==> config.mk <==
export PLATFORM = sky130hd
export DESIGN_NAME = nca_fifo
export DESIGN_NICKNAME = d
export VERILOG_FILES = /design/src/sv/nca_fifo.sv
export SDC_FILE = /design/constraint.sdc
export NUM_CORES = 1
export LEC_CHECK = 0
export BUFFER_PORTS_ARGS = -buffer_cell sky130_fd_sc_hd__buf_2
export CORE_ASPECT_RATIO = 1.25
export CORE_MARGIN = 3
export CORE_UTILIZATION = 48
export DETAILED_ROUTE_END_ITERATION = 8
export PLACE_DENSITY = 0.75
export SYNTH_ARGS = -nofsm -noshare
export SYNTH_HDL_FRONTEND = slang
export SYNTH_SLANG_ARGS = --single-unit
==> constraint.sdc <==
create_clock -name clk -period 1.98 [get_ports clk]
set_clock_uncertainty 0.05 [all_clocks]
set_input_delay 0.297 -clock clk [delete_from_list [all_inputs] [get_ports clk]]
set_output_delay 0.297 -clock clk [all_outputs]
set_load 0.03 [all_outputs]
==> src/sv/nca_fifo.sv <==
// Small register FIFO for command and result words.
`timescale 1ns / 1ps
`default_nettype none

module nca_fifo #(
    parameter int WIDTH = 8,
    parameter int DEPTH = 2
) (
    input  wire logic             clk,
    input  wire logic             rst_n,
    input  wire logic             push,
    input  wire logic [WIDTH-1:0] wdata,
    output logic                  full,
    input  wire logic             pop,
    output logic      [WIDTH-1:0] rdata,
    output logic                  empty
);

    localparam int PW = (DEPTH > 1) ? $clog2(DEPTH) : 1;
    localparam int CW = $clog2(DEPTH + 1);

    logic [WIDTH-1:0] slot_reg [DEPTH];
    logic [PW-1:0]    wptr_reg, wptr_next;
    logic [PW-1:0]    rptr_reg, rptr_next;
    logic [CW-1:0]    count_reg, count_next;
    logic             do_push, do_pop;

    assign full    = (32'(count_reg) == DEPTH);
    assign empty   = (count_reg == '0);
    assign do_push = push && !full;
    assign do_pop  = pop && !empty;
    assign rdata   = slot_reg[rptr_reg];

    always_comb
    begin
        wptr_next  = wptr_reg;
        rptr_next  = rptr_reg;
        count_next = count_reg;
        if (do_push)
        begin
            wptr_next = (32'(wptr_reg) == DEPTH - 1) ? '0 : wptr_reg + 1'b1;
        end
        if (do_pop)
        begin
            rptr_next = (32'(rptr_reg) == DEPTH - 1) ? '0 : rptr_reg + 1'b1;
        end
        if (do_push && !do_pop)
        begin
            count_next = count_reg + 1'b1;
        end
        else if (do_pop && !do_push)
        begin
            count_next = count_reg - 1'b1;
        end
    end

    always_ff @(posedge clk or negedge rst_n)
    begin
        if (!rst_n)
        begin
            wptr_reg  <= '0;
            rptr_reg  <= '0;
            count_reg <= '0;
        end
        else
        begin
            wptr_reg  <= wptr_next;
            rptr_reg  <= rptr_next;
            count_reg <= count_next;
        end
    end

    always_ff @(posedge clk)
    begin
        if (do_push)
        begin
            slot_reg[wptr_reg] <= wdata;
        end
    end

endmodule

`default_nettype wire

; ---- Word-level counts from Yosys, hierarchy flattened
; Memory sizes are Yosys's and may differ from the RTL's.
; Index checks and enable logic that the tools add are counted.
[word_totals]
elab_cells = 25
input_bits = 12
mem_bits_ro = 0
mem_count = 1
output_inout_bits = 10
latch_bits = 0
mem_bits_rw = 16
register_bits = 4
[memory_table]
columns = name, words, width, rd, rd_ports_with_merged_regs, wr, line_no
row1 = slot_reg, 2, 8, 1, 0, 1, 22  ; logic [WIDTH-1:0] slot_reg [DEPTH];
[classes]
div_mod_pow = 0
n_bitwise = 0
n_reduce_logical = 10
eq_ne = 1
muxes = 6
n_addsub = 4
shifts = 0
magnitude_cmp = 0
multipliers = 0
[op_table]
columns = op, count
row1 = logical AND 1 bit, 4
row2 = logical NOT 1 bit, 4
row3 = two-way mux 1 bit, 4
row4 = two-way mux 2 bit, 2
row5 = adder 1 bit (second input constant), 2
row6 = adder 2 x 1 -> 2 bit (second input constant), 1
row7 = equality test 2 bit (second input constant), 1
row8 = logical NOT 2 bit, 1
row9 = nonzero test 2 bit, 1
row10 = subtractor 2 x 1 -> 2 bit (second input constant), 1

; ---- Depth between registers and ports, before layout
[logic_depth]
ltp_word = 7
depth_mapped = 7
depth_no_buf = 7

; ---- Worst setup path before layout
; OpenSTA, ideal clock, no wires.
[synth_timing]
kind = flip-flop to flip-flop
startpoint = register count_reg[0]
endpoint = memory slot_reg[0][0] (enable)
setup_time_ns = 0.370
stages_incl_launch_ff = 4
t_arrival_ns = 1.022
period_less_slack_ns = 1.442
t_required_ns = 1.560
setup_slack_ns = 0.538
cell_sequence = dfrtp_1 > nand2b_1 > nand2_2 > nor2_1
[synth_via]
elab_chain_len = 5
[synth_lines]
columns = item, line_no
row1 = from (decl), 25  ; logic [CW-1:0] count_reg, count_next;
row2 = from (signal assigned), 69  ; count_reg <= count_next;
row3 = equality test 2 bit, 28  ; assign full = (32'(count_reg) == DEPTH);
row4 = logical NOT 1 bit, 30  ; assign do_push = push && !full;
row5 = logical AND 1 bit, 30
row6 = two-way mux 1 bit, 75  ; if (do_push)
row7 = two-way mux 1 bit (not written as such), 77  ; slot_reg[wptr_reg] <= wdata;
row8 = to (decl), 22
; Every way passes these cells.

; ---- Final worst setup path
[layout_timing]
startpoint = register rptr_reg
endpoint = output rdata[2]
[layout_via]
elab_chain_len = 1
[layout_lines]
columns = item, line_no
row1 = from (decl), 24  ; logic [PW-1:0] rptr_reg, rptr_next;
row2 = from (signal assigned), 68  ; rptr_reg <= rptr_next;
row3 = memory read (2 x 8 bit), --
row4 = to (decl), 15  ; output logic [WIDTH-1:0] rdata,
; Every way passes these cells.

==> impl_results.md <==
* Row cnt at 15
* TNS Setup at 0 ns
* Final Setup Violations at 0
* H-tree levels at 1
* Outcome: complete, no violations
* Diodes inserted at 0
* Pleak at 0.399 nW
* CTS root buf: clkbuf_4
* Fin. Hold Viols at 0
* CORE AREA at 1460 µm²
* Sequential-to-total area share from yosys stat at 0.742
* Internal at between 0.0008 and 0.0009 W
* CP max-delay cell: dfrtp_1
* Crit Path Max Fanout at 9
* First-pass GRT wire length at 1.69 mm
* Comb power frac at 0.402
* Synthesized flop and latch total at 20
* P&R area growth vs syn at 21.1%
* CTS Buffer Depth at 2
* Simple-gate area share of the yosys netlist at 0.0384
* Cells after Synth at between 40 and 50
* WL per Instance at 12.4 µm
* Total iterations of the first detailed-routing run at 2
* CP Launch Type: flip-flop
* Starting Density at 0.534
* Clock latency on the worst-skew pair at 0.28 ns
* Post-synthesis mux area share at 0.115
* Largest net degree at the start of global routing at 12
* Clock power frac at 0.127
* DR DRC count at 0
* Post-synthesis net count at between 50 and 60
* Net Sw Power at roughly 0.00055 W
* Worst path bufs/invs at 1
* Drt initial violations at 5
* Clock-pin transition on the worst setup and hold timing paths at approximately 0.10 ns
* Post-synth top area cell: edfxtp_1
* Post-Syn Area per Cell at roughly 18 µm²
* Top cell family by delay on the critical path: flip-flops
* Port Buffer Count at 21
* Total length of routed wires at 1.08 mm
* Top cell type's share of synthesized area at 0.614
* Proportion of layout cells with a drive suffix above 1 at 0.414
* # fillers at ~120
* Clock sinks at 20
* Finished Layout Cells at 87
* CP endpoint kind: output pin
* Synth Area in Adders at 0.0160
* Tcrit/Tclk final at 0.891
* RSZ-0062 raised after global routing: false
* Fin nets at between 80 and 90
* Max reg flops at 16
* Buffer count from post-CTS setup fixing at 0
* Peak Freq at ~570 MHz
* Synth Area in XOR/XNOR at 0.0656
* # IOs at 22
* Die Wd at 42.1 µm
* Post-route ant nets at 0
* Max_cap viols at 0
* DR vias at roughly 420
* Crit-path max cell delay at roughly 0.59 ns
* Synth Area in Compound Gates at 0.00640
* Final Max Tran Viols at 0
* Syn. warnings at 0
* Least-Margin Pin Slew at 0.385 ns
* Cell Area, Synth at a little under 800 µm²
* GRT overflow at 0
* Cell variety after synth at 15
* Sw frac at 0.380
* Final Core Density at 0.647
* Initial antenna violation count at 0
* Synth top area cells: edfxtp_1, dfrtp_1, mux2_1, mux2_2, xnor2_1
* CTS tree: yes
* Placer Congestion at 0.614
* Arr. time, crit path at between 1 and 1.5 ns
* GRT Overall Usage at 0.106
* Via density at approximately 4.9
* Die Area at ~2200 µm²
* Crit path time final at around 1.8 ns
* R2r setup slk at 0.47 ns
* Crit-path cells: mux2_2 -> buf_2
* Hold slack final at approximately 0.14 ns
* Die height at roughly 50 µm
* Hold Crit Class: in -> reg
* Max transition margin at 0.743
* CTS Buf Count at 3
* Seq pwr share at 0.471
* Number of global-route vias before repair at around 400
* Power density cells at roughly 1500 nW/µm²
* Crit path kind: reg -> out
* HPWL Detailed at roughly 850 µm
* Dpl cells at 82
* Peak supply drop at slightly below 0.8 mV
* Critical Path RT at between 1.5 and 2 ns
* Largest family of logic cells by synthesized area: multiplexers
[routing by layer]
layer / share of wire / GRT usage / wire length [µm]
met2: 0.57 / 0.204 / 619
met5: 0 / 0 / 0
met1: 0.36 / 0.110 / 386
met3: 0.069 / 0.0211 / 75
met4: 0 / 0.0466 / 0
[layout make-up]
class	count	area (µm²)	area share
clock buffers	4	26.3	0.0277
inverters	2	7.51	0.00793
multi-input cells	21	189	0.199
flip-flops and latches	20	581	0.613
well taps	17	21.3	0.0225
repair buffers	23	123	0.129
[stage by stage]
step,setup WS [ns],area [µm²],total power (W)
6_report,0.216,947,0.00144
5_1_grt,0.134,947,0.00152
4_1_cts,0.191,947,0.00146
3_5_place_dp,0.450,911,0.00127
3_3_place_gp,0.493,911,0.00126
2_1_floorplan,0.538,782,0.00112
[power groups by stage]
stage	sequential (W)	clock, W	combinational (W)
finish	0.000678	0.000184	0.000579
global route	0.000694	0.000213	0.000617
CTS	0.000682	0.000191	0.000586
detailed placement	0.000691	0	0.000581
global placement	0.000688	0	0.000574
floorplan	0.000641	0	0.000478
[layout by cell type (no fill, tap or decap)]
master | synthesis | final
nor2_1 | 3 | 3
nand2_2 | 1 | 1
clkbuf_4 | 0 | 3
ha_1 | 1 | 1
edfxtp_1 | 16 | 16
xor2_1 | 2 | 2
dfrtp_1 | 4 | 4
buf_2 | 1 | 21
o21ai_1 | 1 | 1
clkbuf_1 | 0 | 1
dlygate4sd3_1 | 0 | 1
mux2_2 | 2 | 2
buf_4 | 0 | 1
xnor2_2 | 1 | 1
nand2b_1 | 1 | 1
xnor2_1 | 2 | 2
inv_1 | 2 | 2
and3_1 | 1 | 1
mux2_1 | 6 | 6
[kinds of logic after synthesis]
family | Yosys count
buffers and inverters | 3
muxes | 8
AOI/OAI and AO/OA | 1
xor gates and xnor gates | 5
adders and majority gates | 1
DFF | 20
and+or+nand+nor | 6
[final timing paths]
path | end | start | cells past startpoint
max in group asynchronous | count_reg[0] | rst_n | 2
min in group asynchronous | rptr_reg | rst_n | 2
min | slot_reg[0][5] | wdata[5] | 1
min reg2reg | count_reg[1] | count_reg[1] | 1
max | rdata[2] | rptr_reg | 2
max reg2reg | count_reg[1] | count_reg[0] | 6
[synth_stat cells]
master	instances
and3_1	1
buf_2	1
dfrtp_1	4
edfxtp_1	16
ha_1	1
inv_1	2
mux2_1	6
mux2_2	2
nand2_2	1
nand2b_1	1
nor2_1	3
o21ai_1	1
xnor2_1	2
xnor2_2	1
xor2_1	2
[timing repair]
item / in CTS / in global routing
resized for setup: 0 / 0
hold endpoints to repair: 4 / 0
hold buffers: 1 / 0
endpoints found under the setup margin: 0 / 0
Note: power is estimated with default switching activity, not from simulation.
