## config.mk

```make
export PLATFORM = sky130hd
export DESIGN_NAME = nca_front
export DESIGN_NICKNAME = d
export VERILOG_FILES = /design/src/sv/nca_pkg.sv /design/src/sv/nca_fifo.sv /design/src/sv/nca_front.sv
export SDC_FILE = /design/constraint.sdc
export NUM_CORES = 1
export LEC_CHECK = 0
export BUFFER_PORTS_ARGS = -buffer_cell sky130_fd_sc_hd__buf_2
export CORE_UTILIZATION = 55
export CTS_BUF_LIST = sky130_fd_sc_hd__clkbuf_16
export CTS_CLUSTER_DIAMETER = 30
export CTS_CLUSTER_SIZE = 14
export DETAILED_ROUTE_END_ITERATION = 10
export GPL_ROUTABILITY_DRIVEN = 0
export GPL_TIMING_DRIVEN = 0
export PLACE_DENSITY = 0.81
export SYNTH_ARGS = -nofsm -noshare
export SYNTH_HDL_FRONTEND = slang
export SYNTH_SLANG_ARGS = --single-unit
```

## constraint.sdc

```tcl
create_clock -name clk -period 2.6 [get_ports clk]
set_input_delay 0.52 -clock clk [delete_from_list [all_inputs] [get_ports clk]]
set_output_delay 0.52 -clock clk [all_outputs]
set_load 0.03 [all_outputs]
```

## src/sv/nca_pkg.sv

```systemverilog
// Shared constants, codes and word types of the nearest-centroid assigner.
`timescale 1ns / 1ps
`default_nettype none

package nca_pkg;

    localparam int MAX_CLUSTERS  = 64;
    localparam int MAX_DIMS      = 16;
    localparam int FEATURE_WIDTH = 16;
    localparam int DIST_WIDTH    = 38;
    localparam int SQ_WIDTH      = 2 * FEATURE_WIDTH;

    localparam int CLUSTERS_WIDTH = 7;
    localparam int DIMS_WIDTH     = 5;
    localparam int CIDX_WIDTH     = 6;
    localparam int DIDX_WIDTH     = 4;
    localparam int PREV_WIDTH     = 7;
    localparam int BEST_WIDTH     = 6;

    localparam int APB_ADDR_WIDTH = 3;
    localparam int APB_DATA_WIDTH = 32;

    localparam int CMD_DEPTH = 4;
    localparam int OUT_DEPTH = 2;

    localparam logic [CLUSTERS_WIDTH-1:0] CLUSTERS_RESET = 7'd8;
    localparam logic [DIMS_WIDTH-1:0]     DIMS_RESET     = 5'd8;

    localparam logic REQ_LOAD  = 1'b0;
    localparam logic REQ_POINT = 1'b1;

    localparam logic REG_CLUSTERS = 1'b0;
    localparam logic REG_DIMS     = 1'b1;

    typedef struct packed {
        logic                             req_type;
        logic [CIDX_WIDTH-1:0]            centroid_index;
        logic [DIDX_WIDTH-1:0]            dim_index;
        logic signed [FEATURE_WIDTH-1:0]  coord_value;
        logic [PREV_WIDTH-1:0]            prev_cluster;
        logic                             last;
        logic [CLUSTERS_WIDTH-1:0]        clusters;
    } cmd_t;

    typedef struct packed {
        logic [BEST_WIDTH-1:0] best_cluster;
        logic [DIST_WIDTH-1:0] min_distance_sq;
        logic                  changed;
    } result_t;

endpackage

`default_nettype wire

```

## src/sv/nca_fifo.sv

```systemverilog
// Small register FIFO for command and result words.
`timescale 1ns / 1ps
`default_nettype none

module nca_fifo #(
    parameter int WIDTH = 8,
    parameter int DEPTH = 2
) (
    input  wire logic             clk,
    input  wire logic             rst_n,
    input  wire logic             push,
    input  wire logic [WIDTH-1:0] wdata,
    output logic                  full,
    input  wire logic             pop,
    output logic      [WIDTH-1:0] rdata,
    output logic                  empty
);

    localparam int PW = (DEPTH > 1) ? $clog2(DEPTH) : 1;
    localparam int CW = $clog2(DEPTH + 1);

    logic [WIDTH-1:0] slot_reg [DEPTH];
    logic [PW-1:0]    wptr_reg, wptr_next;
    logic [PW-1:0]    rptr_reg, rptr_next;
    logic [CW-1:0]    count_reg, count_next;
    logic             do_push, do_pop;

    assign full    = (32'(count_reg) == DEPTH);
    assign empty   = (count_reg == '0);
    assign do_push = push && !full;
    assign do_pop  = pop && !empty;
    assign rdata   = slot_reg[rptr_reg];

    always_comb
    begin
        wptr_next  = wptr_reg;
        rptr_next  = rptr_reg;
        count_next = count_reg;
        if (do_push)
        begin
            wptr_next = (32'(wptr_reg) == DEPTH - 1) ? '0 : wptr_reg + 1'b1;
        end
        if (do_pop)
        begin
            rptr_next = (32'(rptr_reg) == DEPTH - 1) ? '0 : rptr_reg + 1'b1;
        end
        if (do_push && !do_pop)
        begin
            count_next = count_reg + 1'b1;
        end
        else if (do_pop && !do_push)
        begin
            count_next = count_reg - 1'b1;
        end
    end

    always_ff @(posedge clk or negedge rst_n)
    begin
        if (!rst_n)
        begin
            wptr_reg  <= '0;
            rptr_reg  <= '0;
            count_reg <= '0;
        end
        else
        begin
            wptr_reg  <= wptr_next;
            rptr_reg  <= rptr_next;
            count_reg <= count_next;
        end
    end

    always_ff @(posedge clk)
    begin
        if (do_push)
        begin
            slot_reg[wptr_reg] <= wdata;
        end
    end

endmodule

`default_nettype wire

```

## src/sv/nca_front.sv

```systemverilog
// Front end: accept words, classify them and queue commands for the back end.
`timescale 1ns / 1ps
`default_nettype none

module nca_front #(
    parameter int MAX_CLUSTERS = nca_pkg::MAX_CLUSTERS,
    parameter int MAX_DIMS     = nca_pkg::MAX_DIMS
) (
    input  wire logic                                    clk,
    input  wire logic                                    rst_n,
    input  wire logic [nca_pkg::CLUSTERS_WIDTH-1:0]      active_clusters,
    input  wire logic [nca_pkg::DIMS_WIDTH-1:0]          active_dims,
    input  wire logic                                    push,
    output logic                                         full,
    input  wire logic                                    req_type,
    input  wire logic [nca_pkg::CIDX_WIDTH-1:0]          centroid_index,
    input  wire logic [nca_pkg::DIDX_WIDTH-1:0]          dim_index,
    input  wire logic signed [nca_pkg::FEATURE_WIDTH-1:0] coord_value,
    input  wire logic [nca_pkg::PREV_WIDTH-1:0]          prev_cluster,
    input  wire logic                                    cmd_pop,
    output logic                                         cmd_empty,
    output nca_pkg::cmd_t                                cmd
);

    localparam int CMD_W = $bits(nca_pkg::cmd_t);

    logic [nca_pkg::CLUSTERS_WIDTH-1:0] eff_clusters;
    logic [nca_pkg::DIMS_WIDTH-1:0]     eff_dims;
    logic                               keep;
    nca_pkg::cmd_t                      cmd_in;
    logic [CMD_W-1:0]                   cmd_rdata;

    always_comb
    begin
        if (active_clusters == '0)
        begin
            eff_clusters = nca_pkg::CLUSTERS_WIDTH'(1);
        end
        else if (32'(active_clusters) > MAX_CLUSTERS)
        begin
            eff_clusters = nca_pkg::CLUSTERS_WIDTH'(MAX_CLUSTERS);
        end
        else
        begin
            eff_clusters = active_clusters;
        end

        if (active_dims == '0)
        begin
            eff_dims = nca_pkg::DIMS_WIDTH'(1);
        end
        else if (32'(active_dims) > MAX_DIMS)
        begin
            eff_dims = nca_pkg::DIMS_WIDTH'(MAX_DIMS);
        end
        else
        begin
            eff_dims = active_dims;
        end
    end

    always_comb
    begin
        if (req_type == nca_pkg::REQ_LOAD)
        begin
            keep = (32'(centroid_index) < MAX_CLUSTERS) && (32'(dim_index) < MAX_DIMS);
        end
        else
        begin
            keep = (32'(dim_index) < 32'(eff_dims));
        end
        cmd_in.req_type       = req_type;
        cmd_in.centroid_index = centroid_index;
        cmd_in.dim_index      = dim_index;
        cmd_in.coord_value    = coord_value;
        cmd_in.prev_cluster   = prev_cluster;
        cmd_in.last           = (32'(dim_index) == 32'(eff_dims) - 1);
        cmd_in.clusters       = eff_clusters;
    end

    // drop ignored words at the door; full still reflects the queue
    nca_fifo #(
        .WIDTH (CMD_W),
        .DEPTH (nca_pkg::CMD_DEPTH)
    ) u_cmd_fifo (
        .clk   (clk),
        .rst_n (rst_n),
        .push  (push && keep),
        .wdata (CMD_W'(cmd_in)),
        .full  (full),
        .pop   (cmd_pop),
        .rdata (cmd_rdata),
        .empty (cmd_empty)
    );

    assign cmd = nca_pkg::cmd_t'(cmd_rdata);

endmodule

`default_nettype wire

```

Word level (Yosys, flattened, before mapping)
Memory sizes are Yosys's and may differ from the RTL's.
Index checks and enable logic that the tools add are counted.
{"block": "word_totals", "ff_bits": 7, "latchBits": 0, "ramBits": 168, "mem_bits_ro": 0, "in_bits": 50, "out_inout_bits": 44, "elab_cells": 40, "mem_count": 1}
{"name": "u_cmd_fifo.slot_reg", "depth": 4, "width": 42, "read_ports": 1, "rd_ports_with_merged_regs": 0, "write_ports": 1, "line": "nca_fifo.sv:22", "text": "logic [WIDTH-1:0] slot_reg [DEPTH];"}
{"block": "classes", "addsub": 5, "multipliers": 0, "div_mod_pow": 0, "n_lt_le_gt_ge": 3, "n_eq_ne": 4, "shift": 0, "muxes": 11, "bitwise_logic": 0, "n_reduce_logical": 13}
{"op": "$eq 4x32->1", "n": 1}
{"op": "$mux 7", "n": 2}
{"op": "$mux 5", "n": 2}
{"op": "$gt 7x7->1 const B", "n": 1}
{"op": "$logic_not 7->1", "n": 1}
{"op": "$mux 3", "n": 2}
{"op": "$sub 5x1->6 const B", "n": 1}
{"op": "$gt 5x5->1 const B", "n": 1}
{"op": "$logic_and 1x1->1", "n": 5}
{"op": "$logic_not 5->1", "n": 1}
{"op": "$lt 4x5->1", "n": 1}
{"op": "$add 2x1->2 const B", "n": 2}
{"op": "$eq 2x2->1 const B", "n": 2}
{"op": "$logic_not 1->1", "n": 4}
{"op": "$mux 2", "n": 2}
{"op": "$add 3x1->3 const B", "n": 1}
{"op": "$eq 3x3->1 const B", "n": 1}
{"op": "$logic_not 3->1", "n": 1}
{"op": "$mux 1", "n": 3}
{"op": "$sub 3x1->3 const B", "n": 1}
{"op": "$reduce_bool 2->1", "n": 1}

Logic depth before layout (Yosys ltp)
Gate-level depths: netlist of run 1.
{"block": "depth", "ltp_word": 11, "ltp_mapped": 14, "ltp_nobuf": 13}

Hierarchy
A second synthesis of run 1 with hierarchy kept.
{"block": "unflattened", "hier_cells": 298, "hier_area_um2": 6779.0}
{"mod": "nca_fifo", "instances": 1, "cells_per_inst": 257, "area_each_um2": 6502.5}
{"mod": "nca_front", "instances": 1, "cells_per_inst": 41, "area_each_um2": 276.5}

Worst setup path after synthesis of run 1
OpenSTA, ideal clock, no wires.
{"block": "synth_path", "kind": "input to register", "start": "in active_dims[4] (netlist bit)", "end": "mem u_cmd_fifo.slot_reg[3][0] (netlist bit) (enable)", "arrival_time_ns": 2.517, "path_slack_ns": -0.321, "stages": 8, "path_buffers": 1, "path_cell_list": "inv_1 nand2_1 ha_1 and4b_1 o21ai_1 and4b_1 buf_6 and2_1"}
{"block": "synth_between", "elab_chain_cells": 9}
{"item": "start, declared", "line": "nca_front.sv:12", "text": "input wire logic [nca_pkg::DIMS_WIDTH-1:0] active_dims,"}
{"item": "$gt 5x5->1", "line": "nca_front.sv:52", "text": "else if (32'(active_dims) > MAX_DIMS)"}
{"item": "$mux 5", "line": "nca_front.sv:52"}
{"item": "$mux 5 (*)", "line": "nca_front.sv:48", "text": "if (active_dims == '0)"}
{"item": "$lt 4x5->1 (*)", "line": "nca_front.sv:70", "text": "keep = (32'(dim_index) < 32'(eff_dims));"}
{"item": "$mux 1 (*)", "line": "nca_front.sv:64", "text": "if (req_type == nca_pkg::REQ_LOAD)"}
{"item": "$logic_and 1x1->1 (*)", "line": "nca_front.sv:88", "text": ".push (push && keep),"}
{"item": "$logic_and 1x1->1 (*)", "line": "nca_fifo.sv:30", "text": "assign do_push = push && !full;"}
{"item": "net u_cmd_fifo.do_push", "line": "nca_fifo.sv:26", "text": "logic do_push, do_pop;"}
{"item": "$mux 1 (*)", "line": "nca_fifo.sv:75", "text": "if (do_push)"}
{"item": "$mux 1 (not written as such) (*)", "line": "nca_fifo.sv:77", "text": "slot_reg[wptr_reg] <= wdata;"}
{"item": "end, declared", "line": "nca_fifo.sv:22"}
The timed path passes the listed nets; every way through them passes the cells marked *.

Worst setup path after layout of run 1
{"block": "layout_path", "start": "in active_dims[4] (netlist bit)", "end": "reg u_cmd_fifo.count_reg[2]"}
{"block": "layout_between", "elab_chain_cells": 10}
{"item": "$gt 5x5->1", "line": "nca_front.sv:52"}
{"item": "$mux 5", "line": "nca_front.sv:52"}
{"item": "$mux 5 (*)", "line": "nca_front.sv:48"}
{"item": "$lt 4x5->1 (*)", "line": "nca_front.sv:70"}
{"item": "$mux 1 (*)", "line": "nca_front.sv:64"}
{"item": "$logic_and 1x1->1 (*)", "line": "nca_front.sv:88"}
{"item": "$logic_and 1x1->1 (*)", "line": "nca_fifo.sv:30"}
{"item": "net u_cmd_fifo.do_push", "line": "nca_fifo.sv:26"}
{"item": "$logic_not 1->1", "line": "nca_fifo.sv:51", "text": "else if (do_pop && !do_push)"}
{"item": "$logic_and 1x1->1", "line": "nca_fifo.sv:51"}
{"item": "$reduce_bool 2->1 (no line)"}
{"item": "end signal, assigned", "line": "nca_fifo.sv:69", "text": "count_reg <= count_next;"}
{"item": "end, declared", "line": "nca_fifo.sv:25", "text": "logic [CW-1:0] count_reg, count_next;"}
Marks and branches as above.
A chain may end at the register's enable or synchronous reset.

==> results.rst, run 1 <==
.. list-table::
   :header-rows: 1

   * - Metric
     - Value
   * - Proportion of synthesized chip area in sequential cells
     - 77.2%
   * - Arrival time of data at the critical path endpoint
     - 2.83 ns
   * - Number of vias after detailed routing
     - 3245
   * - Number of design-rule violations left by the first detailed-router iteration
     - 183
   * - Worst Tran Pin Value
     - 0.655 ns
   * - Total of max-cap violations
     - 0
   * - Nets in the synthesized netlist
     - 360
   * - Clock Sinks
     - 175
   * - Crit. Startpoint
     - active_dims[4]
   * - Antenna diodes
     - 0
   * - Power Dens Cells
     - ~1200 nW/um2
   * - Leading area contributor after synthesis
     - sky130_fd_sc_hd__edfxtp_1
   * - Top area cells in the synthesized netlist
     - sky130_fd_sc_hd__edfxtp_1 (75%), sky130_fd_sc_hd__mux4_2 (14%), sky130_fd_sc_hd__dfrtp_1 (2.6%)
   * - Die Ht
     - around 110 um
   * - Number of flops mapped to enable cells by yosys
     - 168
   * - Kind of path behind the tightest hold check
     - input port to register
   * - Share of synthesized flip-flops with an asynchronous set or reset
     - 4.00%
   * - Area enclosed by the die boundary
     - 12700 um2
   * - Post-CTS Repair Setup Buffers
     - 0
   * - Number of filler instances in the final layout
     - 782
   * - Post-detail-place hpwl
     - 6.69 mm
   * - Commonest cells in the netlist
     - sky130_fd_sc_hd__edfxtp_1 (168), sky130_fd_sc_hd__mux4_2 (42), sky130_fd_sc_hd__ha_1 (11)
   * - Die width
     - 113 um
   * - Wire length of the first global-routing pass
     - 17.3 mm
   * - Number of warning messages in the yosys log
     - 0
   * - Number of I/O pins
     - 94
   * - Total Wirelength
     - 11.3 mm
   * - Distinct cell type count after synthesis
     - 32
   * - R2R Path Start
     - u_cmd_fifo.count_reg[2]
   * - Endpoints failing hold
     - 0
   * - Worst Hold Path Cells
     - 1
   * - Number of flip-flops in the largest register
     - 168
   * - Number of placement rows
     - 40
   * - Detail-routed net length per standard cell
     - 19.7 um
   * - Area of the core
     - 12000 um2
   * - Number of antenna violations at the first check in global routing
     - 0
   * - Worst supply voltage drop on vdd
     - approximately 550 uV
   * - Worst reg-to-reg path cell count
     - 9
   * - Layout overhead on the synthesized area
     - 19.3%
   * - Skew-Pair Late Insertion Delay
     - between 0.4 and 0.5 ns
   * - Avg Vias per Cell
     - around 5.7
   * - Source of the worst hold timing path
     - coord_value[10]
   * - Total GRT Usage
     - 19.0%
   * - Setup repair after global routing missed its margin
     - false
   * - Maximum number of pins on one net before global-route repair
     - 43
   * - Reported leakage power
     - 2.88 nW
   * - Endpoint class of the critical path
     - register
   * - Crit path required time
     - between 2 and 3 ns
   * - Remaining max-slew budget at the tightest pin
     - 56.3%
   * - Sort of element at the start of the critical path
     - input port
   * - Overall overflow remaining after global route
     - 0
   * - Most used standard cell by instance count after synthesis
     - sky130_fd_sc_hd__edfxtp_1
   * - PortBufs
     - 93
   * - Layout Skew
     - 0.00745 ns
   * - Count of placed standard cells in the final layout, fillers left out
     - 571
   * - Synth Area per Inst
     - 22.7 um2
   * - Clock Path Buffers
     - 2
   * - Share of post-route cells with drive strength above 1
     - 44.6%
   * - Worst-path maximum fanout
     - 7
   * - Worst setup slack before clock tree synthesis
     - -0.535 ns
   * - Vias in the first global route
     - 3336
   * - Utilization after layout
     - 67.1%
   * - Number of instances in the synthesized netlist
     - 298
   * - Initial standard-cell utilization of the core
     - 56.3%
   * - Cells after DPL
     - 538
   * - Layout Nets
     - 473
   * - Area share of the largest cell type after synthesis
     - about 75%
   * - Final-report max-slew violation count
     - 0
   * - Clock Tree Root
     - sky130_fd_sc_hd__clkbuf_16
   * - TritonCTS clock tree
     - built
   * - Tcrit/Tclk final
     - 95.6%
   * - Number of nets with antenna violations after routing
     - 0
   * - CTS Buf Count
     - 17
   * - DRC violations left
     - 0
   * - Flip-flop and latch count after synthesis
     - 175
   * - Post-route worst setup slack
     - 0.114 ns
   * - Area of the mapped netlist
     - 6760 um2
   * - H-tree depth
     - 4
   * - Count of final setup violators
     - 0
   * - Number of search-and-repair iterations in the first detailed-routing pass
     - 4
   * - Clk pin slew, worst setup/hold paths
     - 0.07 ns
   * - Result of the run
     - finished, final reports clean
   * - Final Total Pwr
     - between 9 and 10 mW
   * - Predominant post-synthesis flop cell
     - sky130_fd_sc_hd__edfxtp_1
   * - Type of the setup path with the least slack
     - input port to register
   * - Fmax
     - 0.402 GHz
   * - Final period demand of the worst path
     - 2.49 ns
==> worst max-delay path: stages <==
cell and delay, ns:
sky130_fd_sc_hd__buf_2 0.14, sky130_fd_sc_hd__nand2b_1 0.18, sky130_fd_sc_hd__ha_1 0.28, sky130_fd_sc_hd__and4b_1 0.18, sky130_fd_sc_hd__o21ai_1 0.09, sky130_fd_sc_hd__and4b_1 0.22
sky130_fd_sc_hd__buf_6 0.14, sky130_fd_sc_hd__ha_1 0.20, sky130_fd_sc_hd__inv_1 0.07, sky130_fd_sc_hd__fa_1 0.38, sky130_fd_sc_hd__xor2_1 0.17, sky130_fd_sc_hd__nor2_1 0.11
sky130_fd_sc_hd__xor2_1 0.17
==> kinds of logic after synthesis <==
kind of cell             count (synthesis)  share of synthesized area [%]
flip-flops                             175                           77.2
multiplexers                            46                           14.8
buffers and inverters                   18                           1.39
adder cells (fa/ha/maj)                 12                           2.33
XOR/XNOR                                 5                          0.648
AO/OA/AOI/OAI                            9                          0.833
AND/OR/NAND/NOR                         33                           2.80
==> stage by stage <==
| step | cell area (um2) | setup TNS [ns] | hold slack, ns |
|---|---|---|---|
| after floorplan | 6760 | 0 | 0.224 |
| after global placement | 7410 | -80.50 | 0.356 |
| after detailed placement | 7410 | -88.46 | 0.368 |
| after CTS | 8060 | 0 | 0.290 |
| after global routing | 8070 | 0 | 0.297 |
| final | 8070 | 0 | 0.305 |
==> layout make-up <==
cell class	instances	area, um2	area share (%)
Sequential cell	175	5220	64.7
Multi-Input combinational cell	105	1460	18.1
Timing Repair Buffer	94	475	5.90
Clock buffer	17	425	5.27
Clock inverter	15	185	2.30
Tap cell	147	184	2.28
Buffer	12	92.6	1.15
Inverter	6	22.5	0.279
==> layout by cell type, fill, tap and decap left out, types with 3 or more instances in the layout <==
cell                        instances
sky130_fd_sc_hd__a21oi_1            4
sky130_fd_sc_hd__buf_2             97
sky130_fd_sc_hd__buf_6              5
sky130_fd_sc_hd__ha_1              11
sky130_fd_sc_hd__and2_4             4
sky130_fd_sc_hd__edfxtp_1         168
sky130_fd_sc_hd__clkbuf_16         17
sky130_fd_sc_hd__xnor2_1            3
sky130_fd_sc_hd__mux4_2            42
sky130_fd_sc_hd__bufinv_16          3
sky130_fd_sc_hd__dfrtp_1            7
sky130_fd_sc_hd__nor2_1             7
sky130_fd_sc_hd__inv_1              6
sky130_fd_sc_hd__inv_6              5
sky130_fd_sc_hd__nor3_1             4
sky130_fd_sc_hd__clkinv_4           3
sky130_fd_sc_hd__nor2b_1            6
==> power by group <==
group | switching, mW | total [mW] | internal, mW
combinational | 1.99 | 3.23 | 1.24
clock | 1.06 | 2.59 | 1.53
sequential | 0.151 | 3.81 | 3.66
==> timing repair <==
| item | 4_1_cts | 5_1_grt |
|---|---|---|
| endpoints found under the setup margin | 206 | 1 |
| endpoints found under the hold margin | 7 | 0 |
| hold buffers | 1 | 0 |
| resized for setup | 12 | 2 |
==> worst paths after layout <==
check | end | slack (ns)
max | u_cmd_fifo.count_reg[2] | 0.11
min | u_cmd_fifo.slot_reg[2][25] | 0.30
max reg2reg | u_cmd_fifo.count_reg[2] | 0.47
min reg2reg | u_cmd_fifo.count_reg[2] | 0.50
max in group asynchronous | u_cmd_fifo.wptr_reg[0] | 1.96
min in group asynchronous | u_cmd_fifo.rptr_reg[1] | 0.47
==> routing by layer <==
layer / vias up / global-route usage, % / share of wire (%)
met3: 20 / 4.98 / 4.2
li1: 1462 / - / -
met4: 0 / 8.07 / 1.7
met2: 93 / 32.3 / 52
met5: - / 0 / 0
met1: 1670 / 23.5 / 42
(Power assumes the default switching activity.)
==> run 2, diff against run 1 <==
--- a/config.mk
+++ b/config.mk
@@ -13,7 +13,8 @@
 export DETAILED_ROUTE_END_ITERATION = 10
 export GPL_ROUTABILITY_DRIVEN = 0
 export GPL_TIMING_DRIVEN = 0
-export PLACE_DENSITY = 0.81
+export PLACE_DENSITY = 0.77
+export REMOVE_ABC_BUFFERS = 1
 export SYNTH_ARGS = -nofsm -noshare
 export SYNTH_HDL_FRONTEND = slang
 export SYNTH_SLANG_ARGS = --single-unit
==> constraint.sdc (replaced) <==
create_clock -name clk -period 2.6 [get_ports clk]
set_input_delay 0.52 -clock clk [delete_from_list [all_inputs] [get_ports clk]]
set_output_delay 0.52 -clock clk [all_outputs]
set_load 0.005 [all_outputs]
==> run 2 against run 1 <==
Power down 8.0%. Die area unchanged. Largest cell class unchanged. First-iteration DRC count up 61%. Routed wire length up 3.2%. Critical path type unchanged. Global-route usage up 1.1 points. Clock power about the same. Worst hold slack better by 0.0047 ns.
==> results.rst, run 2 (same netlist as run 1, synthesis figures left out) <==
.. list-table::
   :header-rows: 1

   * - Metric
     - Value
   * - Family with the most delay on the worst path
     - adder cells
   * - Net switching component of the power
     - 2.32 mW (-27%)
   * - Layout Skew
     - 0.00288 ns (-0.00457 ns)
   * - Number of I/O pins
     - 94 (unchanged)
   * - Final-report max-slew violation count
     - 0 (unchanged)
   * - Detail-routed net length per standard cell
     - 20.5 um (+3.8%)
   * - Clock Sinks
     - 175 (unchanged)
   * - Die Ht
     - 113 um (unchanged)
   * - Final period demand of the worst path
     - 2.48 ns (-0.00161 ns)
   * - H-tree depth
     - 4 (unchanged)
   * - Buffers & Inverters on Critical Path
     - 3 (unchanged)
   * - Sort of element at the start of the critical path
     - input port
   * - Worst supply voltage drop on vdd
     - 757 uV (+38%)
   * - Reported leakage power
     - 2.88 nW (+0.23%)
   * - Antenna diodes
     - 0 (unchanged)
   * - Area enclosed by the die boundary
     - 12700 um2 (unchanged)
   * - Type of the setup path with the least slack
     - input port to register
   * - Cell Chain, Critical Path
     - buf_2, inv_1, nand2_1, ha_1, and4b_1, o21ai_1, and4b_2, ha_1, inv_1, fa_1, xor2_1, nor2_1, xor2_1
   * - Logic pwr share
     - 27.0% (-6.5 points)
   * - Endpoints failing hold
     - 0 (unchanged)
   * - Number of nets with antenna violations after routing
     - 0 (unchanged)
   * - Share of post-route cells with drive strength above 1
     - 44.4% (-0.16 points)
   * - Count of final setup violators
     - 0 (unchanged)
   * - Die width
     - 113 um (unchanged)
   * - Post-detail-place hpwl
     - 6.79 mm (+1.6%)
   * - Final Total Pwr
     - 8.86 mW (-8.0%)
   * - Avg Vias per Cell
     - 5.67 (-0.15%)
   * - Number of antenna violations at the first check in global routing
     - 0 (unchanged)
   * - Sw Share
     - 26.2% (-7.0 points)
   * - Clock Path Buffers
     - 2 (unchanged)
   * - Clock Tree Root
     - sky130_fd_sc_hd__clkbuf_16
   * - Result of the run
     - finished, final reports clean
   * - Layout Nets
     - 470 (-0.63%)
   * - Kind of path behind the tightest hold check
     - input port to register
   * - Part of the total power dissipated in sequential elements
     - 44.0% (+4.4 points)
   * - Fmax
     - 0.403 GHz (about the same)
   * - Endpoint class of the critical path
     - register
   * - Arrival time of data at the critical path endpoint
     - 2.83 ns (about the same)
   * - Most used cells in the layout excluding fill and tap cells
     - sky130_fd_sc_hd__edfxtp_1 (168), sky130_fd_sc_hd__buf_2 (93), sky130_fd_sc_hd__mux4_2 (42), sky130_fd_sc_hd__clkbuf_16 (17), sky130_fd_sc_hd__ha_1 (11)
   * - Wire length of the first global-routing pass
     - 18.2 mm (+5.3%)
   * - Initial standard-cell utilization of the core
     - 56.3% (unchanged)
   * - Number of placement rows
     - 40 (unchanged)
   * - Crit path required time
     - 2.95 ns (about the same)
   * - Layout overhead on the synthesized area
     - 20.2%
   * - Clock group share of total power
     - 28.9% (+2.0 points)
   * - TritonCTS clock tree
     - built
   * - Total GRT Usage
     - 20.1% (+1.1 points)
   * - Slowest-stage cell, CP
     - sky130_fd_sc_hd__fa_1
   * - Overall overflow remaining after global route
     - 0 (unchanged)
   * - Internal Dissipation
     - 6.54 mW (+1.7%)
   * - Number of flip-flops in the largest register
     - 168 (unchanged)
   * - Area of the core
     - 12000 um2 (unchanged)
   * - Remaining max-slew budget at the tightest pin
     - 58.4% (+2.1 points)
   * - Maximum number of pins on one net before global-route repair
     - 31 (-28%)
   * - Total of max-cap violations
     - 0 (unchanged)
   * - Power Dens Cells
     - 1090 nW/um2 (-8.6%)
   * - Worst-path maximum fanout
     - 7 (unchanged)
   * - Number of search-and-repair iterations in the first detailed-routing pass
     - 4 (unchanged)
   * - Max incr delay on CP
     - 0.37 ns (about the same)
   * - Clk pin slew, worst setup/hold paths
     - 0.06 ns (about the same)
   * - PortBufs
     - 93 (unchanged)
   * - Total Wirelength
     - 11.6 mm (+3.2%)
   * - Worst Tran Pin Value
     - 0.623 ns (-0.0320 ns)
   * - Number of design-rule violations left by the first detailed-router iteration
     - 295 (+61%)
   * - Most common library cell in the layout ignoring fill and taps
     - sky130_fd_sc_hd__edfxtp_1
   * - Number of vias after detailed routing
     - 3223 (-0.68%)
   * - TNS Setup
     - 0 ns (unchanged)
   * - Skew-Pair Late Insertion Delay
     - 0.42 ns (about the same)
   * - DRC violations left
     - 0 (unchanged)
   * - Tcrit/Tclk final
     - 95.5% (about the same)
   * - CTS Buf Count
     - 17 (unchanged)
   * - Vias in the first global route
     - 3465 (+3.9%)
   * - Setup repair after global routing missed its margin
     - false
-- run 2: changes by cell type in the layout (fill, tap and decap cells not counted), sizes merged --
| cell | previous run | this run |
|---|---|---|
| buf | 103 | 102 |
| bufinv | 3 | 4 |
| clkbuf | 19 | 17 |
| clkinv | 5 | 10 |
| clkinvlp | 0 | 1 |
| inv | 13 | 6 |
-- run 2: worst paths after layout --
kind | startpoint | end | slack (ns) | cells past startpoint
max in group asynchronous | rst_n | u_cmd_fifo.rptr_reg[0] | 1.96 | 2
max | active_dims[4] | u_cmd_fifo.count_reg[2] | 0.12 | 13
min | coord_value[14] | u_cmd_fifo.slot_reg[0][29] | 0.31 | 1
min in group asynchronous | rst_n | u_cmd_fifo.count_reg[0] | 0.46 | 2
max reg2reg | u_cmd_fifo.count_reg[2] | u_cmd_fifo.count_reg[2] | 0.49 | 8
min reg2reg | u_cmd_fifo.count_reg[2] | u_cmd_fifo.count_reg[2] | 0.48 | 1
-- run 2: per-stage QoR --
step | setup slack, ns | util [%] | instance area (um2) | instances | hold slack, ns
finish | 0.116 | 67.6 | 8120 | 568 | 0.310
global route | 0.00596 | 67.6 | 8120 | 568 | 0.301
CTS | 0.0224 | 67.5 | 8110 | 566 | 0.296
detailed placement | -0.414 | 62.0 | 7450 | 531 | 0.369
global placement | -1.40 | 61.1 | 7340 | 526 | 0.360
floorplan | -0.373 | - | 6690 | 286 | 0.224
-- run 2: area by class of cell --
cell class / instances / area [um2]
Multi-Input combinational cell: 105 / 1450
Inverter: 6 / 22.5
Tap cell: 147 / 184
Clock buffer: 17 / 425
Clock inverter: 15 / 175
Timing Repair Buffer: 103 / 638
Fill cell: 780 / 3890
Sequential cell: 175 / 5230
-- run 2: power by group through the flow --
| stage | combinational (mW) | clock [mW] | sequential, mW |
|---|---|---|---|
| final | 2.39 | 2.56 | 3.90 |
| after global routing | 2.61 | 2.72 | 3.94 |
| after CTS | 2.38 | 2.60 | 3.96 |
| after detailed placement | 2.10 | 0 | 4.15 |
| after global placement | 1.98 | 0 | 4.21 |
| after floorplan | 1.26 | 0 | 4.05 |
-- run 2: repair_timing --
action,in CTS,in global routing
hold buffers,1,0
hold endpoints to repair,7,0
setup endpoints to repair,42,53
resized for setup,0,1
buffers inserted,2,2
-- run 2: per-layer routing --
layer / global-route usage [%] / share of wire [%]
met5: 0 / 0
met4: 8.86 / 1.9
met3: 5.57 / 5.1
met2: 34.1 / 52
met1: 24.5 / 41
==> run 3, diff against run 2 <==
--- a/config.mk
+++ b/config.mk
@@ -15,6 +15,7 @@
 export GPL_TIMING_DRIVEN = 0
 export PLACE_DENSITY = 0.77
 export REMOVE_ABC_BUFFERS = 1
+export SETUP_SLACK_MARGIN = 0.15
 export SYNTH_ARGS = -nofsm -noshare
 export SYNTH_HDL_FRONTEND = slang
 export SYNTH_SLANG_ARGS = --single-unit
==> run 3 against run 2 <==
Critical endpoint unchanged. Worst hold slack improved by 0.0044 ns. Die area is the same. Sequential power is essentially flat. Sequential share of layout area down 0.29 points. Combinational power rose by 2%. Clock skew rose by 0.0012 ns.
==> results.rst, run 3 (same netlist as run 1, synthesis figures left out) <==
.. list-table::
   :header-rows: 1

   * - Metric
     - Value
   * - Result of the run
     - finished, final reports clean
   * - Post-detail-place hpwl
     - 6.79 mm (unchanged)
   * - Worst reg-to-reg path cell count
     - 8 (unchanged)
   * - R2R Path Start
     - u_cmd_fifo.count_reg[0]
   * - Count of placed standard cells in the final layout, fillers left out
     - 571 (+0.53%)
   * - Reg-to-Reg End
     - u_cmd_fifo.count_reg[2]
   * - Clk pin slew, worst setup/hold paths
     - 0.06 ns (about the same)
   * - Setup repair after global routing missed its margin
     - true
   * - Wire length of the first global-routing pass
     - 18.2 mm (+0.11%)
   * - H-tree depth
     - 4 (unchanged)
   * - Post-route worst setup slack
     - 0.177 ns (+0.0613 ns)
   * - Layout overhead on the synthesized area
     - 20.8%
   * - Die Ht
     - 113 um (unchanged)
   * - Remaining max-slew budget at the tightest pin
     - 68.7% (+10 points)
   * - Overall overflow remaining after global route
     - 0 (unchanged)
   * - Number of I/O pins
     - 94 (unchanged)
   * - Clock Sinks
     - 175 (unchanged)
   * - Antenna diodes
     - 0 (unchanged)
   * - Final Total Pwr
     - 8.90 mW (+0.48%)
   * - PortBufs
     - 93 (unchanged)
   * - Crit. Startpoint
     - active_dims[4]
   * - Worst setup slack before clock tree synthesis
     - -0.414 ns (unchanged)
   * - Power Dens Cells
     - 1090 nW/um2 (about the same)
   * - Part of the total power dissipated in sequential elements
     - 43.8% (-0.2 points)
   * - Detail-routed net length per standard cell
     - 20.4 um (about the same)
   * - Skew-Pair Late Insertion Delay
     - 0.42 ns (about the same)
   * - Tcrit/Tclk final
     - 93.2% (-2.4 points)
   * - Endpoints failing hold
     - 0 (unchanged)
   * - Final-report max-slew violation count
     - 0 (unchanged)
   * - Number of antenna violations at the first check in global routing
     - 0 (unchanged)
   * - Sw Share
     - 26.2% (about the same)
   * - Area enclosed by the die boundary
     - 12700 um2 (unchanged)
   * - Number of placement rows
     - 40 (unchanged)
   * - Cells after DPL
     - 531 (unchanged)
   * - Total of max-cap violations
     - 0 (unchanged)
   * - Avg Vias per Cell
     - 5.67 (about the same)
   * - Number of search-and-repair iterations in the first detailed-routing pass
     - 4 (unchanged)
   * - Vias in the first global route
     - 3475 (+0.29%)
   * - Worst supply voltage drop on vdd
     - 844 uV (+11%)
   * - Total GRT Usage
     - 20.2% (+0.034 points)
   * - TNS Setup
     - 0 ns (unchanged)
   * - Layout Nets
     - 473 (+0.64%)
   * - Worst-path maximum fanout
     - 6 (-1)
   * - Arrival time of data at the critical path endpoint
     - 2.73 ns (-0.10 ns)
   * - Share of post-route cells with drive strength above 1
     - 45.0% (+0.63 points)
   * - Number of vias after detailed routing
     - 3240 (+0.53%)
   * - CTS Buf Count
     - 17 (unchanged)
   * - Critical path capture point
     - u_cmd_fifo.count_reg[2]
   * - Kind of path behind the tightest hold check
     - input port to register
   * - Number of flip-flops in the largest register
     - 168 (unchanged)
   * - Most common library cell in the layout ignoring fill and taps
     - sky130_fd_sc_hd__edfxtp_1
   * - Final period demand of the worst path
     - 2.42 ns (-0.0613 ns)
   * - Clock Path Buffers
     - 2 (unchanged)
   * - Sort of element at the start of the critical path
     - input port
   * - Logic pwr share
     - 27.4% (+0.4 points)
   * - Area of the core
     - 12000 um2 (unchanged)
   * - Fmax
     - 0.413 GHz (+2.5%)
   * - Most used cells in the layout excluding fill and tap cells
     - sky130_fd_sc_hd__edfxtp_1 (168), sky130_fd_sc_hd__buf_2 (93), sky130_fd_sc_hd__mux4_2 (42), sky130_fd_sc_hd__clkbuf_16 (17), sky130_fd_sc_hd__ha_1 (10)
   * - Internal Dissipation
     - 6.57 mW (+0.49%)
   * - Reported leakage power
     - 2.90 nW (+0.62%)
   * - Utilization after layout
     - 68.0% (+0.34 points)
   * - Type of the setup path with the least slack
     - input port to register
   * - Flop-to-flop setup slack
     - 0.54 ns (+0.05 ns)
   * - Clock Tree Root
     - sky130_fd_sc_hd__clkbuf_16
   * - Worst Tran Pin Value
     - 0.466 ns (-0.157 ns)
   * - Maximum number of pins on one net before global-route repair
     - 31 (unchanged)
   * - Number of nets with antenna violations after routing
     - 0 (unchanged)
   * - DRC violations left
     - 0 (unchanged)
   * - Net switching component of the power
     - 2.33 mW (+0.46%)
   * - Clock group share of total power
     - 28.8% (about the same)
   * - Endpoint class of the critical path
     - register
   * - Total Wirelength
     - 11.7 mm (+0.46%)
   * - Die width
     - 113 um (unchanged)
   * - Crit path required time
     - 2.91 ns (-0.04 ns)
   * - Initial standard-cell utilization of the core
     - 56.3% (unchanged)
   * - Layout Skew
     - 0.00408 ns (+0.00121 ns)
   * - Number of design-rule violations left by the first detailed-router iteration
     - 267 (-9.5%)
   * - TritonCTS clock tree
     - built
   * - Count of final setup violators
     - 0 (unchanged)
[run 3: what timing repair did]
item	4_1_cts	5_1_grt
hold buffers	1	0
hold endpoints to repair	7	0
pin swaps	0	2
resized for setup	3	4
setup endpoints to repair	120	56
setup buffers	4	3
[run 3: routing by layer]
metal	vias up	track usage, %	part of all wire, %	wire, um
li1	1460	-	-	-
met1	1667	24.4	41	4750
met2	100	34.2	52	6020
met3	13	5.62	6.2	718
met4	0	8.86	1.6	185
met5	-	0	0	0
[run 3: cell type report]
cell class,count,area (um2)
Sequential cell,175,5230
Fill cell,775,3850
Clock inverter,15,175
Multi-Input combinational cell,105,1470
Inverter,6,22.5
Timing Repair Buffer,106,661
Tap cell,147,184
Clock buffer,17,425
[run 3: worst max-delay path, stage by stage]
cell and delay [ns]:
sky130_fd_sc_hd__buf_2 0.13, sky130_fd_sc_hd__inv_1 0.11, sky130_fd_sc_hd__nand2_1 0.07, sky130_fd_sc_hd__ha_1 0.30
sky130_fd_sc_hd__and4b_1 0.21, sky130_fd_sc_hd__o21ai_1 0.07, sky130_fd_sc_hd__and4b_2 0.35, sky130_fd_sc_hd__ha_4 0.16
sky130_fd_sc_hd__inv_1 0.04, sky130_fd_sc_hd__fa_1 0.37, sky130_fd_sc_hd__xor2_1 0.18, sky130_fd_sc_hd__nor2_1 0.07
sky130_fd_sc_hd__xor2_1 0.15
[run 3: per-stage QoR]
step	instance area [um2]	hold slack, ns
after global placement	7340	0.360
after floorplan	6690	0.224
after global routing	8160	0.301
after detailed placement	7450	0.369
final	8160	0.314
after CTS	8130	0.296
[run 3: worst min path at each step]
| stage | start | end | slack (ns) | cells past startpoint |
|---|---|---|---|---|
| floorplan | rst_n | u_cmd_fifo.count_reg[0] | 0.22 | 0 |
| global placement | rst_n | u_cmd_fifo.count_reg[2] | 0.36 | 1 |
| detailed placement | rst_n | u_cmd_fifo.count_reg[2] | 0.37 | 1 |
| CTS | coord_value[14] | u_cmd_fifo.slot_reg[2][29] | 0.30 | 1 |
| global route | coord_value[13] | u_cmd_fifo.slot_reg[0][28] | 0.30 | 1 |
| finish | coord_value[14] | u_cmd_fifo.slot_reg[0][29] | 0.31 | 1 |
[run 3: power by group through the flow]
| stage | Sequential (mW) | Clock, mW | Combinational (mW) |
|---|---|---|---|
| floorplan | 4.05 | 0 | 1.26 |
| CTS | 3.91 | 2.60 | 2.46 |
| global route | 3.95 | 2.72 | 2.66 |
| detailed placement | 4.15 | 0 | 2.10 |
| global placement | 4.21 | 0 | 1.98 |
| finish | 3.90 | 2.56 | 2.44 |
